File: src/sv/tcpq_pkg.sv
// Shared types and constants of the two-class priority ticket queue.
`default_nettype none
package tcpq_pkg;

  localparam int unsigned NUM_OUT_W   = 16;
  localparam int unsigned CFG_DATA_W  = 16;
  localparam int unsigned CFG_INDEX_W = 1;
  localparam int unsigned QUEUE_DEPTH = 4;

  localparam logic [CFG_DATA_W-1:0] PRIO_START_RESET = 16'd300;

  localparam logic [1:0] CMD_ADD  = 2'd0;
  localparam logic [1:0] CMD_CALL = 2'd1;
  localparam logic [1:0] CMD_LIST = 2'd2;

  localparam logic [CFG_INDEX_W-1:0] REG_COMMON_START   = 1'b0;
  localparam logic [CFG_INDEX_W-1:0] REG_PRIORITY_START = 1'b1;

  localparam logic [2:0] ST_ADDED      = 3'd0;
  localparam logic [2:0] ST_CALLED     = 3'd1;
  localparam logic [2:0] ST_CALL_EMPTY = 3'd2;
  localparam logic [2:0] ST_ADD_FULL   = 3'd3;
  localparam logic [2:0] ST_LIST_ENTRY = 3'd4;
  localparam logic [2:0] ST_LIST_EMPTY = 3'd5;

  typedef enum logic [1:0] {
    OP_ADD  = 2'd0,
    OP_CALL = 2'd1,
    OP_LIST = 2'd2
  } tcpq_op_code_t;

  typedef struct packed {
    tcpq_op_code_t code;
    logic          cls;
  } tcpq_op_t;

  typedef struct packed {
    logic     valid;
    tcpq_op_t op;
  } tcpq_opq_t;

  typedef struct packed {
    logic                   wr;
    logic [CFG_INDEX_W-1:0] index;
    logic [CFG_DATA_W-1:0]  data;
  } tcpq_cfg_t;

endpackage
`default_nettype wire

File: src/sv/tcpq_ram.sv
// Generic single-write, single-read RAM with registered read data.
`default_nettype none
module tcpq_ram #(
  parameter int unsigned WIDTH = 16,
  parameter int unsigned DEPTH = 16
) (
  input  wire logic                     clk,
  input  wire logic                     wr_en,
  input  wire logic [$clog2(DEPTH)-1:0] wr_addr,
  input  wire logic [WIDTH-1:0]         wr_data,
  input  wire logic                     rd_en,
  input  wire logic [$clog2(DEPTH)-1:0] rd_addr,
  output logic      [WIDTH-1:0]         rd_data
);

  logic [WIDTH-1:0] mem_r [DEPTH];
  logic [WIDTH-1:0] rd_data_r;

  always_ff @(posedge clk) begin
    if (wr_en) begin
      mem_r[wr_addr] <= wr_data;
    end
    if (rd_en) begin
      rd_data_r <= mem_r[rd_addr];
    end
  end

  assign rd_data = rd_data_r;

endmodule
`default_nettype wire

File: src/sv/tcpq_front.sv
// Front end: accepts commands, decodes them and holds them in a short queue.
`default_nettype none
module tcpq_front (
  input  wire logic                clk,
  input  wire logic                rst_n,
  input  wire logic                in_valid,
  output logic                     in_ready,
  input  wire logic [1:0]          in_cmd,
  input  wire logic                in_cls,
  output tcpq_pkg::tcpq_opq_t      opq,
  input  wire logic                op_pop
);
  import tcpq_pkg::*;

  localparam int unsigned QPTR_W = $clog2(QUEUE_DEPTH);
  localparam int unsigned QCNT_W = $clog2(QUEUE_DEPTH + 1);

  tcpq_op_t          q_r [QUEUE_DEPTH];
  logic [QPTR_W-1:0] wr_ptr_r, wr_ptr_nxt;
  logic [QPTR_W-1:0] rd_ptr_r, rd_ptr_nxt;
  logic [QCNT_W-1:0] cnt_r, cnt_nxt;
  logic              push;
  logic              do_pop;
  tcpq_op_t          dec_op;
  logic              dec_ok;

  always_comb begin
    dec_op.cls  = in_cls;
    dec_op.code = OP_ADD;
    dec_ok      = 1'b1;
    unique case (in_cmd)
      CMD_ADD:  dec_op.code = OP_ADD;
      CMD_CALL: dec_op.code = OP_CALL;
      CMD_LIST: dec_op.code = OP_LIST;
      default:  dec_ok      = 1'b0;
    endcase
  end

  assign in_ready  = (cnt_r != QCNT_W'(QUEUE_DEPTH));
  assign push      = in_valid && in_ready && dec_ok;
  assign do_pop    = op_pop && (cnt_r != '0);
  assign opq.valid = (cnt_r != '0);
  assign opq.op    = q_r[rd_ptr_r];

  always_comb begin
    wr_ptr_nxt = push   ? wr_ptr_r + QPTR_W'(1) : wr_ptr_r;
    rd_ptr_nxt = do_pop ? rd_ptr_r + QPTR_W'(1) : rd_ptr_r;
    cnt_nxt    = cnt_r;
    if (push && !do_pop) begin
      cnt_nxt = cnt_r + QCNT_W'(1);
    end else if (!push && do_pop) begin
      cnt_nxt = cnt_r - QCNT_W'(1);
    end
  end

  always_ff @(posedge clk) begin
    if (!rst_n) begin
      wr_ptr_r <= '0;
      rd_ptr_r <= '0;
      cnt_r    <= '0;
    end else begin
      wr_ptr_r <= wr_ptr_nxt;
      rd_ptr_r <= rd_ptr_nxt;
      cnt_r    <= cnt_nxt;
    end
  end

  always_ff @(posedge clk) begin
    if (push) begin
      q_r[wr_ptr_r] <= dec_op;
    end
  end

endmodule
`default_nettype wire

File: src/sv/tcpq_back.sv
// Back end: class FIFOs, ticket counters, command sequencer and result register.
`default_nettype none
module tcpq_back #(
  parameter int unsigned CLASS_DEPTH  = 16,
  parameter int unsigned NUMBER_WIDTH = 16
) (
  input  wire logic                            clk,
  input  wire logic                            rst_n,
  input  wire tcpq_pkg::tcpq_opq_t             opq,
  output logic                                 op_pop,
  input  wire tcpq_pkg::tcpq_cfg_t             cfg,
  output logic                                 out_valid,
  input  wire logic                            out_ready,
  output logic [2:0]                           out_status,
  output logic                                 out_cls,
  output logic [tcpq_pkg::NUM_OUT_W-1:0]       out_num,
  output logic                                 out_last
);
  import tcpq_pkg::*;

  localparam int unsigned PTR_W = $clog2(CLASS_DEPTH);
  localparam int unsigned CNT_W = $clog2(CLASS_DEPTH + 1);
  localparam int unsigned NW    = NUMBER_WIDTH;

  typedef enum logic [3:0] {
    S_IDLE  = 4'b0001,
    S_CALL  = 4'b0010,
    S_LREAD = 4'b0100,
    S_LEMIT = 4'b1000
  } tcpq_state_t;

  tcpq_state_t      state_r, state_nxt;
  logic [PTR_W-1:0] p_rd_r, p_rd_nxt, p_wr_r, p_wr_nxt;
  logic [PTR_W-1:0] c_rd_r, c_rd_nxt, c_wr_r, c_wr_nxt;
  logic [CNT_W-1:0] p_cnt_r, p_cnt_nxt, c_cnt_r, c_cnt_nxt;
  logic [NW-1:0]    p_ctr_r, p_ctr_nxt, c_ctr_r, c_ctr_nxt;
  logic             cur_cls_r, cur_cls_nxt;
  logic [PTR_W-1:0] lst_addr_r, lst_addr_nxt;
  logic [CNT_W-1:0] lst_left_r, lst_left_nxt;

  logic             out_valid_r;
  logic [2:0]       out_status_r;
  logic             out_cls_r;
  logic [NW-1:0]    out_num_r;
  logic             out_last_r;

  logic             out_free;
  logic             emit;
  logic [2:0]       emit_status;
  logic             emit_cls;
  logic [NW-1:0]    emit_num;
  logic             emit_last;
  logic             lst_last;

  logic             rd_req, rd_cls;
  logic [PTR_W-1:0] rd_addr;
  logic             wr_p, wr_c;
  logic [PTR_W-1:0] wr_addr;
  logic [NW-1:0]    wr_data;
  logic [NW-1:0]    p_rd_data, c_rd_data, rd_data_sel;
  logic [NW-1:0]    p_next_num, c_next_num;

  function automatic logic [PTR_W-1:0] ptr_inc(input logic [PTR_W-1:0] p);
    ptr_inc = (p == PTR_W'(CLASS_DEPTH - 1)) ? '0 : p + PTR_W'(1);
  endfunction

  assign out_free    = !out_valid_r || out_ready;
  assign rd_data_sel = cur_cls_r ? p_rd_data : c_rd_data;
  assign p_next_num  = p_ctr_r + NW'(1);
  assign c_next_num  = c_ctr_r + NW'(1);
  assign lst_last    = (lst_left_r == CNT_W'(1)) && (!cur_cls_r || (c_cnt_r == '0));

  always_comb begin
    state_nxt    = state_r;
    p_rd_nxt     = p_rd_r;
    p_wr_nxt     = p_wr_r;
    c_rd_nxt     = c_rd_r;
    c_wr_nxt     = c_wr_r;
    p_cnt_nxt    = p_cnt_r;
    c_cnt_nxt    = c_cnt_r;
    p_ctr_nxt    = p_ctr_r;
    c_ctr_nxt    = c_ctr_r;
    cur_cls_nxt  = cur_cls_r;
    lst_addr_nxt = lst_addr_r;
    lst_left_nxt = lst_left_r;
    op_pop       = 1'b0;
    emit         = 1'b0;
    emit_status  = ST_ADDED;
    emit_cls     = 1'b0;
    emit_num     = '0;
    emit_last    = 1'b1;
    rd_req       = 1'b0;
    rd_cls       = 1'b0;
    rd_addr      = '0;
    wr_p         = 1'b0;
    wr_c         = 1'b0;
    wr_addr      = '0;
    wr_data      = '0;

    unique case (state_r)
      S_IDLE: begin
        if (opq.valid && out_free) begin
          op_pop = 1'b1;
          unique case (opq.op.code)
            OP_ADD: begin
              emit     = 1'b1;
              emit_cls = opq.op.cls;
              if (opq.op.cls) begin
                if (p_cnt_r == CNT_W'(CLASS_DEPTH)) begin
                  emit_status = ST_ADD_FULL;
                end else begin
                  wr_p        = 1'b1;
                  wr_addr     = p_wr_r;
                  wr_data     = p_next_num;
                  p_wr_nxt    = ptr_inc(p_wr_r);
                  p_cnt_nxt   = p_cnt_r + CNT_W'(1);
                  p_ctr_nxt   = p_next_num;
                  emit_status = ST_ADDED;
                  emit_num    = p_next_num;
                end
              end else begin
                if (c_cnt_r == CNT_W'(CLASS_DEPTH)) begin
                  emit_status = ST_ADD_FULL;
                end else begin
                  wr_c        = 1'b1;
                  wr_addr     = c_wr_r;
                  wr_data     = c_next_num;
                  c_wr_nxt    = ptr_inc(c_wr_r);
                  c_cnt_nxt   = c_cnt_r + CNT_W'(1);
                  c_ctr_nxt   = c_next_num;
                  emit_status = ST_ADDED;
                  emit_num    = c_next_num;
                end
              end
            end
            OP_CALL: begin
              if (p_cnt_r != '0) begin
                rd_req      = 1'b1;
                rd_cls      = 1'b1;
                rd_addr     = p_rd_r;
                p_rd_nxt    = ptr_inc(p_rd_r);
                p_cnt_nxt   = p_cnt_r - CNT_W'(1);
                cur_cls_nxt = 1'b1;
                state_nxt   = S_CALL;
              end else if (c_cnt_r != '0) begin
                rd_req      = 1'b1;
                rd_cls      = 1'b0;
                rd_addr     = c_rd_r;
                c_rd_nxt    = ptr_inc(c_rd_r);
                c_cnt_nxt   = c_cnt_r - CNT_W'(1);
                cur_cls_nxt = 1'b0;
                state_nxt   = S_CALL;
              end else begin
                emit        = 1'b1;
                emit_status = ST_CALL_EMPTY;
              end
            end
            OP_LIST: begin
              if (p_cnt_r != '0) begin
                cur_cls_nxt  = 1'b1;
                lst_addr_nxt = p_rd_r;
                lst_left_nxt = p_cnt_r;
                state_nxt    = S_LREAD;
              end else if (c_cnt_r != '0) begin
                cur_cls_nxt  = 1'b0;
                lst_addr_nxt = c_rd_r;
                lst_left_nxt = c_cnt_r;
                state_nxt    = S_LREAD;
              end else begin
                emit        = 1'b1;
                emit_status = ST_LIST_EMPTY;
              end
            end
            default: begin
              op_pop = 1'b1;
            end
          endcase
        end
      end
      S_CALL: begin
        if (out_free) begin
          emit        = 1'b1;
          emit_status = ST_CALLED;
          emit_cls    = cur_cls_r;
          emit_num    = rd_data_sel;
          state_nxt   = S_IDLE;
        end
      end
      S_LREAD: begin
        rd_req    = 1'b1;
        rd_cls    = cur_cls_r;
        rd_addr   = lst_addr_r;
        state_nxt = S_LEMIT;
      end
      S_LEMIT: begin
        if (out_free) begin
          emit        = 1'b1;
          emit_status = ST_LIST_ENTRY;
          emit_cls    = cur_cls_r;
          emit_num    = rd_data_sel;
          emit_last   = lst_last;
          if (lst_last) begin
            state_nxt = S_IDLE;
          end else if (lst_left_r == CNT_W'(1)) begin
            cur_cls_nxt  = 1'b0;
            lst_addr_nxt = c_rd_r;
            lst_left_nxt = c_cnt_r;
            state_nxt    = S_LREAD;
          end else begin
            lst_addr_nxt = ptr_inc(lst_addr_r);
            lst_left_nxt = lst_left_r - CNT_W'(1);
            state_nxt    = S_LREAD;
          end
        end
      end
      default: begin
        state_nxt = S_IDLE;
      end
    endcase

    if (cfg.wr) begin
      unique case (cfg.index)
        REG_COMMON_START:   c_ctr_nxt = NW'(cfg.data);
        REG_PRIORITY_START: p_ctr_nxt = NW'(cfg.data);
        default: ;
      endcase
    end
  end

  always_ff @(posedge clk) begin
    if (!rst_n) begin
      state_r     <= S_IDLE;
      p_rd_r      <= '0;
      p_wr_r      <= '0;
      c_rd_r      <= '0;
      c_wr_r      <= '0;
      p_cnt_r     <= '0;
      c_cnt_r     <= '0;
      p_ctr_r     <= NW'(PRIO_START_RESET);
      c_ctr_r     <= '0;
      cur_cls_r   <= 1'b0;
      lst_addr_r  <= '0;
      lst_left_r  <= '0;
      out_valid_r <= 1'b0;
    end else begin
      state_r     <= state_nxt;
      p_rd_r      <= p_rd_nxt;
      p_wr_r      <= p_wr_nxt;
      c_rd_r      <= c_rd_nxt;
      c_wr_r      <= c_wr_nxt;
      p_cnt_r     <= p_cnt_nxt;
      c_cnt_r     <= c_cnt_nxt;
      p_ctr_r     <= p_ctr_nxt;
      c_ctr_r     <= c_ctr_nxt;
      cur_cls_r   <= cur_cls_nxt;
      lst_addr_r  <= lst_addr_nxt;
      lst_left_r  <= lst_left_nxt;
      out_valid_r <= emit || (out_valid_r && !out_ready);
    end
  end

  always_ff @(posedge clk) begin
    if (emit) begin
      out_status_r <= emit_status;
      out_cls_r    <= emit_cls;
      out_num_r    <= emit_num;
      out_last_r   <= emit_last;
    end
  end

  tcpq_ram #(
    .WIDTH (NW),
    .DEPTH (CLASS_DEPTH)
  ) u_prio_ram (
    .clk     (clk),
    .wr_en   (wr_p),
    .wr_addr (wr_addr),
    .wr_data (wr_data),
    .rd_en   (rd_req && rd_cls),
    .rd_addr (rd_addr),
    .rd_data (p_rd_data)
  );

  tcpq_ram #(
    .WIDTH (NW),
    .DEPTH (CLASS_DEPTH)
  ) u_comm_ram (
    .clk     (clk),
    .wr_en   (wr_c),
    .wr_addr (wr_addr),
    .wr_data (wr_data),
    .rd_en   (rd_req && !rd_cls),
    .rd_addr (rd_addr),
    .rd_data (c_rd_data)
  );

  assign out_valid  = out_valid_r;
  assign out_status = out_status_r;
  assign out_cls    = out_cls_r;
  assign out_num    = NUM_OUT_W'(out_num_r);
  assign out_last   = out_last_r;

endmodule
`default_nettype wire

File: src/sv/two_class_priority_ticket_queue.sv
// Top level of the two-class strict-priority ticket queue.
`default_nettype none
// Commands enter a four-entry command queue at up to one per cycle and are
// carried out in order by the back end, which owns the two class FIFOs (one
// RAM each, registered read) and the two ticket counters. An add, a refused
// add and a call on an empty queue are answered from the idle state; a call
// passes through a call state to wait for the registered RAM read; a list
// reads and then emits each queued ticket in turn, or answers from the idle
// state when the queue is empty. Results leave through a single output
// register; while a result waits to be taken the back end holds, and the
// command queue keeps accepting until it is full. No clearing pass follows
// reset. Configuration writes are always ready and reload the matching ticket counter.
module two_class_priority_ticket_queue #(
  parameter int unsigned CLASS_DEPTH  = 16,
  parameter int unsigned NUMBER_WIDTH = 16
) (
  input  wire logic                                clk,
  input  wire logic                                rst_n,
  input  wire logic                                in_tvalid,
  output logic                                     in_tready,
  input  wire logic [7:0]                          in_tdata,   // [1:0] cmd
  input  wire logic [0:0]                          in_tuser,   // [0] ticket_class
  output logic                                     out_tvalid,
  input  wire logic                                out_tready,
  output logic [15:0]                              out_tdata,  // [15:0] ticket_number
  output logic [3:0]                               out_tuser,  // [2:0] status, [3] result_class
  output logic                                     out_tlast,
  input  wire logic                                cfg_valid,
  output logic                                     cfg_ready,
  input  wire logic [tcpq_pkg::CFG_INDEX_W-1:0]    cfg_index,
  input  wire logic [tcpq_pkg::CFG_DATA_W-1:0]     cfg_data
);
  import tcpq_pkg::*;

  tcpq_opq_t            opq;
  logic                 op_pop;
  tcpq_cfg_t            cfg;
  logic [2:0]           res_status;
  logic                 res_cls;
  logic [NUM_OUT_W-1:0] res_num;

  assign cfg_ready = 1'b1;
  assign cfg.wr    = cfg_valid && cfg_ready;
  assign cfg.index = cfg_index;
  assign cfg.data  = cfg_data;

  tcpq_front u_front (
    .clk      (clk),
    .rst_n    (rst_n),
    .in_valid (in_tvalid),
    .in_ready (in_tready),
    .in_cmd   (in_tdata[1:0]),
    .in_cls   (in_tuser[0]),
    .opq      (opq),
    .op_pop   (op_pop)
  );

  tcpq_back #(
    .CLASS_DEPTH  (CLASS_DEPTH),
    .NUMBER_WIDTH (NUMBER_WIDTH)
  ) u_back (
    .clk        (clk),
    .rst_n      (rst_n),
    .opq        (opq),
    .op_pop     (op_pop),
    .cfg        (cfg),
    .out_valid  (out_tvalid),
    .out_ready  (out_tready),
    .out_status (res_status),
    .out_cls    (res_cls),
    .out_num    (res_num),
    .out_last   (out_tlast)
  );

  assign out_tdata = res_num;
  assign out_tuser = {res_cls, res_status};

endmodule
`default_nettype wire

File: config.mk
export PLATFORM = sky130hd
export DESIGN_NAME = two_class_priority_ticket_queue
export DESIGN_NICKNAME = d
export VERILOG_FILES = /design/src/sv/tcpq_pkg.sv /design/src/sv/tcpq_ram.sv /design/src/sv/tcpq_front.sv /design/src/sv/tcpq_back.sv /design/src/sv/two_class_priority_ticket_queue.sv
export SDC_FILE = /design/constraint.sdc
export NUM_CORES = 1
export LEC_CHECK = 0
export BUFFER_PORTS_ARGS = -buffer_cell sky130_fd_sc_hd__buf_2
export CAP_MARGIN = 20
export CORE_MARGIN = 2
export CORE_UTILIZATION = 56
export DETAILED_ROUTE_END_ITERATION = 10
export PLACE_DENSITY = 0.68
export SLEW_MARGIN = 10
export SYNTH_ARGS = -nofsm -noshare
export SYNTH_HDL_FRONTEND = slang
export SYNTH_SLANG_ARGS = --single-unit
export TNS_END_PERCENT = 30
File: constraint.sdc
create_clock -name clk -period 7.8 [get_ports clk]
set_input_delay 1.56 -clock clk [delete_from_list [all_inputs] [get_ports clk]]
set_output_delay 1.56 -clock clk [all_outputs]
set_load 0.02 [all_outputs]
==> reports/qor.txt <==
Sw frac -> 0.268
IO Pins -> 55
Final worst slack -> 2.65 ns
Leakage -> 0.0102 uW
Critical Path End Type -> flip-flop
Minimum clock period -> 5.15 ns
Core footprint -> 0.0491 sq mm
CTS clock-pin slew for the worst setup and hold paths -> 0.06 ns
RSZ-0062 raised after global routing -> no
First-pass GRT wire length -> 107,000 microns
Maximum clock insertion buffer count -> 3
Commonest register cell after synthesis -> edfxtp_1
Synthesized area per cell -> 13.1 sq um
CTS H-tree lvls -> 3
Ys Warns -> 0
Largest net degree at the start of global routing -> 156
Crit path kind -> flip-flop to flip-flop
Switching power -> 2350 uW
Post-synthesis mux area share -> 0.0129
Post-synth EDFFs -> 577
CP Data Required Time -> 8.14 ns
Most frequent cell after synthesis -> edfxtp_1
P&R area growth vs syn -> 12.1%
Post-synthesis async set-or-reset flop share -> 0
Maxcap violations -> 0
Clk_skew -> 0.0208 ns
P per Cell Area -> 281 mW/mm^2
DP Area -> 0.0290 sq mm
Synthesized flop and latch total -> 659
Cell internal pwr -> 6420 uW
Post-route cell area -> 0.0313 sq mm
Cell variety after synth -> 67
Post-synthesis sequential area ratio -> 0.680
Chip Width -> 227 microns
F_max -> 0.194 GHz
Adder-Cell Fraction of Synth Area -> 0.0138
Worst Path Max Fanout -> 67
Layout cell share with drive strength beyond 1 -> 0.132
Max-slew headroom -> 0.205
Fin crit share -> 0.661
Count of pins over their slew limit -> 0
Worst path arrival time -> 5.49 ns
Root buf cell -> clkbuf_16
Synth top area cells -> edfxtp_1, dfxtp_1, nand2_1
Post-route DRC -> 0
Hold WC Path Type -> flip-flop to flip-flop
CTS tree -> done
Crit-path slowest cell -> a21o_4
Routed Antenna Nets -> 0
Simple-gate share of the synthesized area -> 0.116
Startpoint Class -> flip-flop
Starting density of the core -> 0.568
WL per Instance -> 24.7 microns
Die area -> 0.0516 sq mm
Clock Latency Late Sink -> 0.61 ns
Final WL -> 71,500 microns
DP HPWL -> 39,100 microns
Clk pwr share -> 0.363
Post-Place Worst Slack -> 2.48 ns
Worst IR drop on VDD -> 0.000232 V
Logic pwr share -> 0.152
Post-CTS sizing -> 0
Seq pwr share -> 0.485
Inst Count DP -> 2,767
# fillers -> 3,680
Synth cell count leaders -> edfxtp_1, nand2_1, nor2_1
Crit-path max cell delay -> 0.70 ns
Largest family of logic cells by synthesized area -> compound AO/OA/AOI/OAI gates
Antenna violations before repair -> 0
Final Hold Fails -> 0
TritonCTS Sinks -> 659
Mapped Cells -> 2,135
Cell area after synthesis -> 0.0279 sq mm
Cell accounting for the most synthesized area -> edfxtp_1
# setup viols final -> 0
Synth Area in Compound Gates -> 0.126
Status -> finished clean
# nets final -> 2,237
Post-CTS Setup Bufs -> 0
Vias in the first global route -> 18,000
Setup TNS -> 0 ns
DIE HEIGHT -> 227 microns
Synth top area share -> 0.621
TritonCTS Buffers -> 69
DRT iter0 DRCs -> 2,182
Finished Layout Cells -> 2,893
Row count -> 81
Via-per-instance ratio -> 6.37
DR vias -> 18,400
Slew @ Worst Pin -> 1.19 ns
Post-Synth XOR/XNOR Area -> 0.0226
Cell breakdown of the critical path -> mux4_2 -> inv_1 -> ha_1 -> nand4_1 -> a21oi_1 -> a21o_4 -> buf_4 -> a311oi_1 -> or4_1
Fin util -> 0.637
Reg2reg path depth -> 9
Drt first pass iters -> 5
Placer Congestion -> 0.857
GRT Total Usage -> 0.283
Post-CTS Hold Buffers -> 0
Port Buffers -> 47
Syn nets -> 2,195
Hold path cells -> 2
Gr ovfl total -> 0
placed cells by master, fill, tap and decap left out, types with 62 or more instances in the layout:
| cell type | n |
|---|---|
| a21oi_1 | 102 |
| edfxtp_1 | 577 |
| buf_4 | 62 |
| nor2_1 | 93 |
| nand2_1 | 343 |
| and3_1 | 105 |
| clkbuf_16 | 70 |
| a211oi_1 | 110 |
| dfxtp_1 | 82 |
| a311oi_1 | 104 |
worst max-delay path: cells and delay by family (launching register included):
kind | cells | cell delay (ns)
DFF | 1 | 0.42
and+or+nand+nor | 2 | 1.19
AOI/OAI and AO/OA | 3 | 1.46
adders and majority gates | 1 | 0.67
buffers and inverters | 2 | 0.57
muxes | 1 | 0.57
flip-flops by register name, indices dropped and copies added (netlist names), 3 cells and up, named ones only:
register / count
u_back.c_cnt_r: 5
u_back.c_ctr_r: 16
u_back.c_rd_r: 4
u_back.c_wr_r: 4
u_back.lst_addr_r: 4
u_back.lst_left_r: 5
u_back.out_num: 16
u_back.out_status: 3
u_back.p_cnt_r: 5
u_back.p_ctr_r: 16
u_back.p_rd_r: 4
u_back.p_wr_r: 4
u_back.state_r: 4
u_back.u_comm_ram.mem_r: 256
u_back.u_comm_ram.rd_data: 16
u_back.u_prio_ram.mem_r: 256
u_back.u_prio_ram.rd_data: 16
u_front.cnt_r: 3
u_front.q_r: 12
layout make-up:
| type | count | area (sq um) | area share |
|---|---|---|---|
| repair buffers | 119 | 873 | 0.0279 |
| diodes | 1 | 2.50 | 0.0000801 |
| clock buffers | 95 | 1870 | 0.0597 |
| well taps | 664 | 831 | 0.0266 |
| inverters | 17 | 63.8 | 0.00204 |
| clock inverters | 27 | 293 | 0.00937 |
| multi-input cells | 1311 | 8360 | 0.267 |
| flip-flops and latches | 659 | 19000 | 0.607 |
stage by stage:
stage | hold slack [ns] | total power, uW
2_1_floorplan | 0.463 | 5170
3_3_place_gp | 0.478 | 5570
3_5_place_dp | 0.494 | 5610
4_1_cts | 0.504 | 8770
5_1_grt | 0.542 | 9090
6_report | 0.507 | 8770
cell families (layout without fill, tap and decap cells):
| logic type | Yosys count | in the layout |
|---|---|---|
| AO/OA/AOI/OAI | 482 | 482 |
| XOR/XNOR | 72 | 72 |
| adder cells (fa/ha/maj) | 29 | 29 |
| buffers and inverters | 165 | 258 |
| flip-flops | 659 | 659 |
| multiplexers | 32 | 32 |
| other | 1 | 2 |
| AND/OR/NAND/NOR | 695 | 695 |
power groups by stage:
stage / Sequential, uW / Clock, uW / Combinational (uW)
3_5_place_dp: 4320 / 0 / 1290
4_1_cts: 4250 / 3230 / 1300
6_report: 4250 / 3180 / 1340
2_1_floorplan: 4330 / 0 / 836
5_1_grt: 4270 / 3360 / 1460
3_3_place_gp: 4310 / 0 / 1250
layer usage:
metal / GRT usage / vias to the layer above / part of all wire
met2: 0.455 / 859 / 0.48
li1: - / 8247 / -
met1: 0.382 / 9155 / 0.40
met3: 0.0541 / 169 / 0.084
met4: 0.115 / 0 / 0.035
met5: 0 / - / 0
path summary, 6_finish.rpt:
| path | to | slack (ns) | from |
|---|---|---|---|
| min reg2reg | u_back.lst_left_r[3] | 0.51 | u_back.lst_left_r[3] |
| min | u_back.lst_left_r[3] | 0.51 | u_back.lst_left_r[3] |
| max reg2reg | u_back.u_prio_ram.rd_data[2] | 2.65 | flip-flop |
| max | u_back.u_prio_ram.rd_data[2] | 2.65 | flip-flop |
No activity file was read; power rests on OpenSTA's default activity.
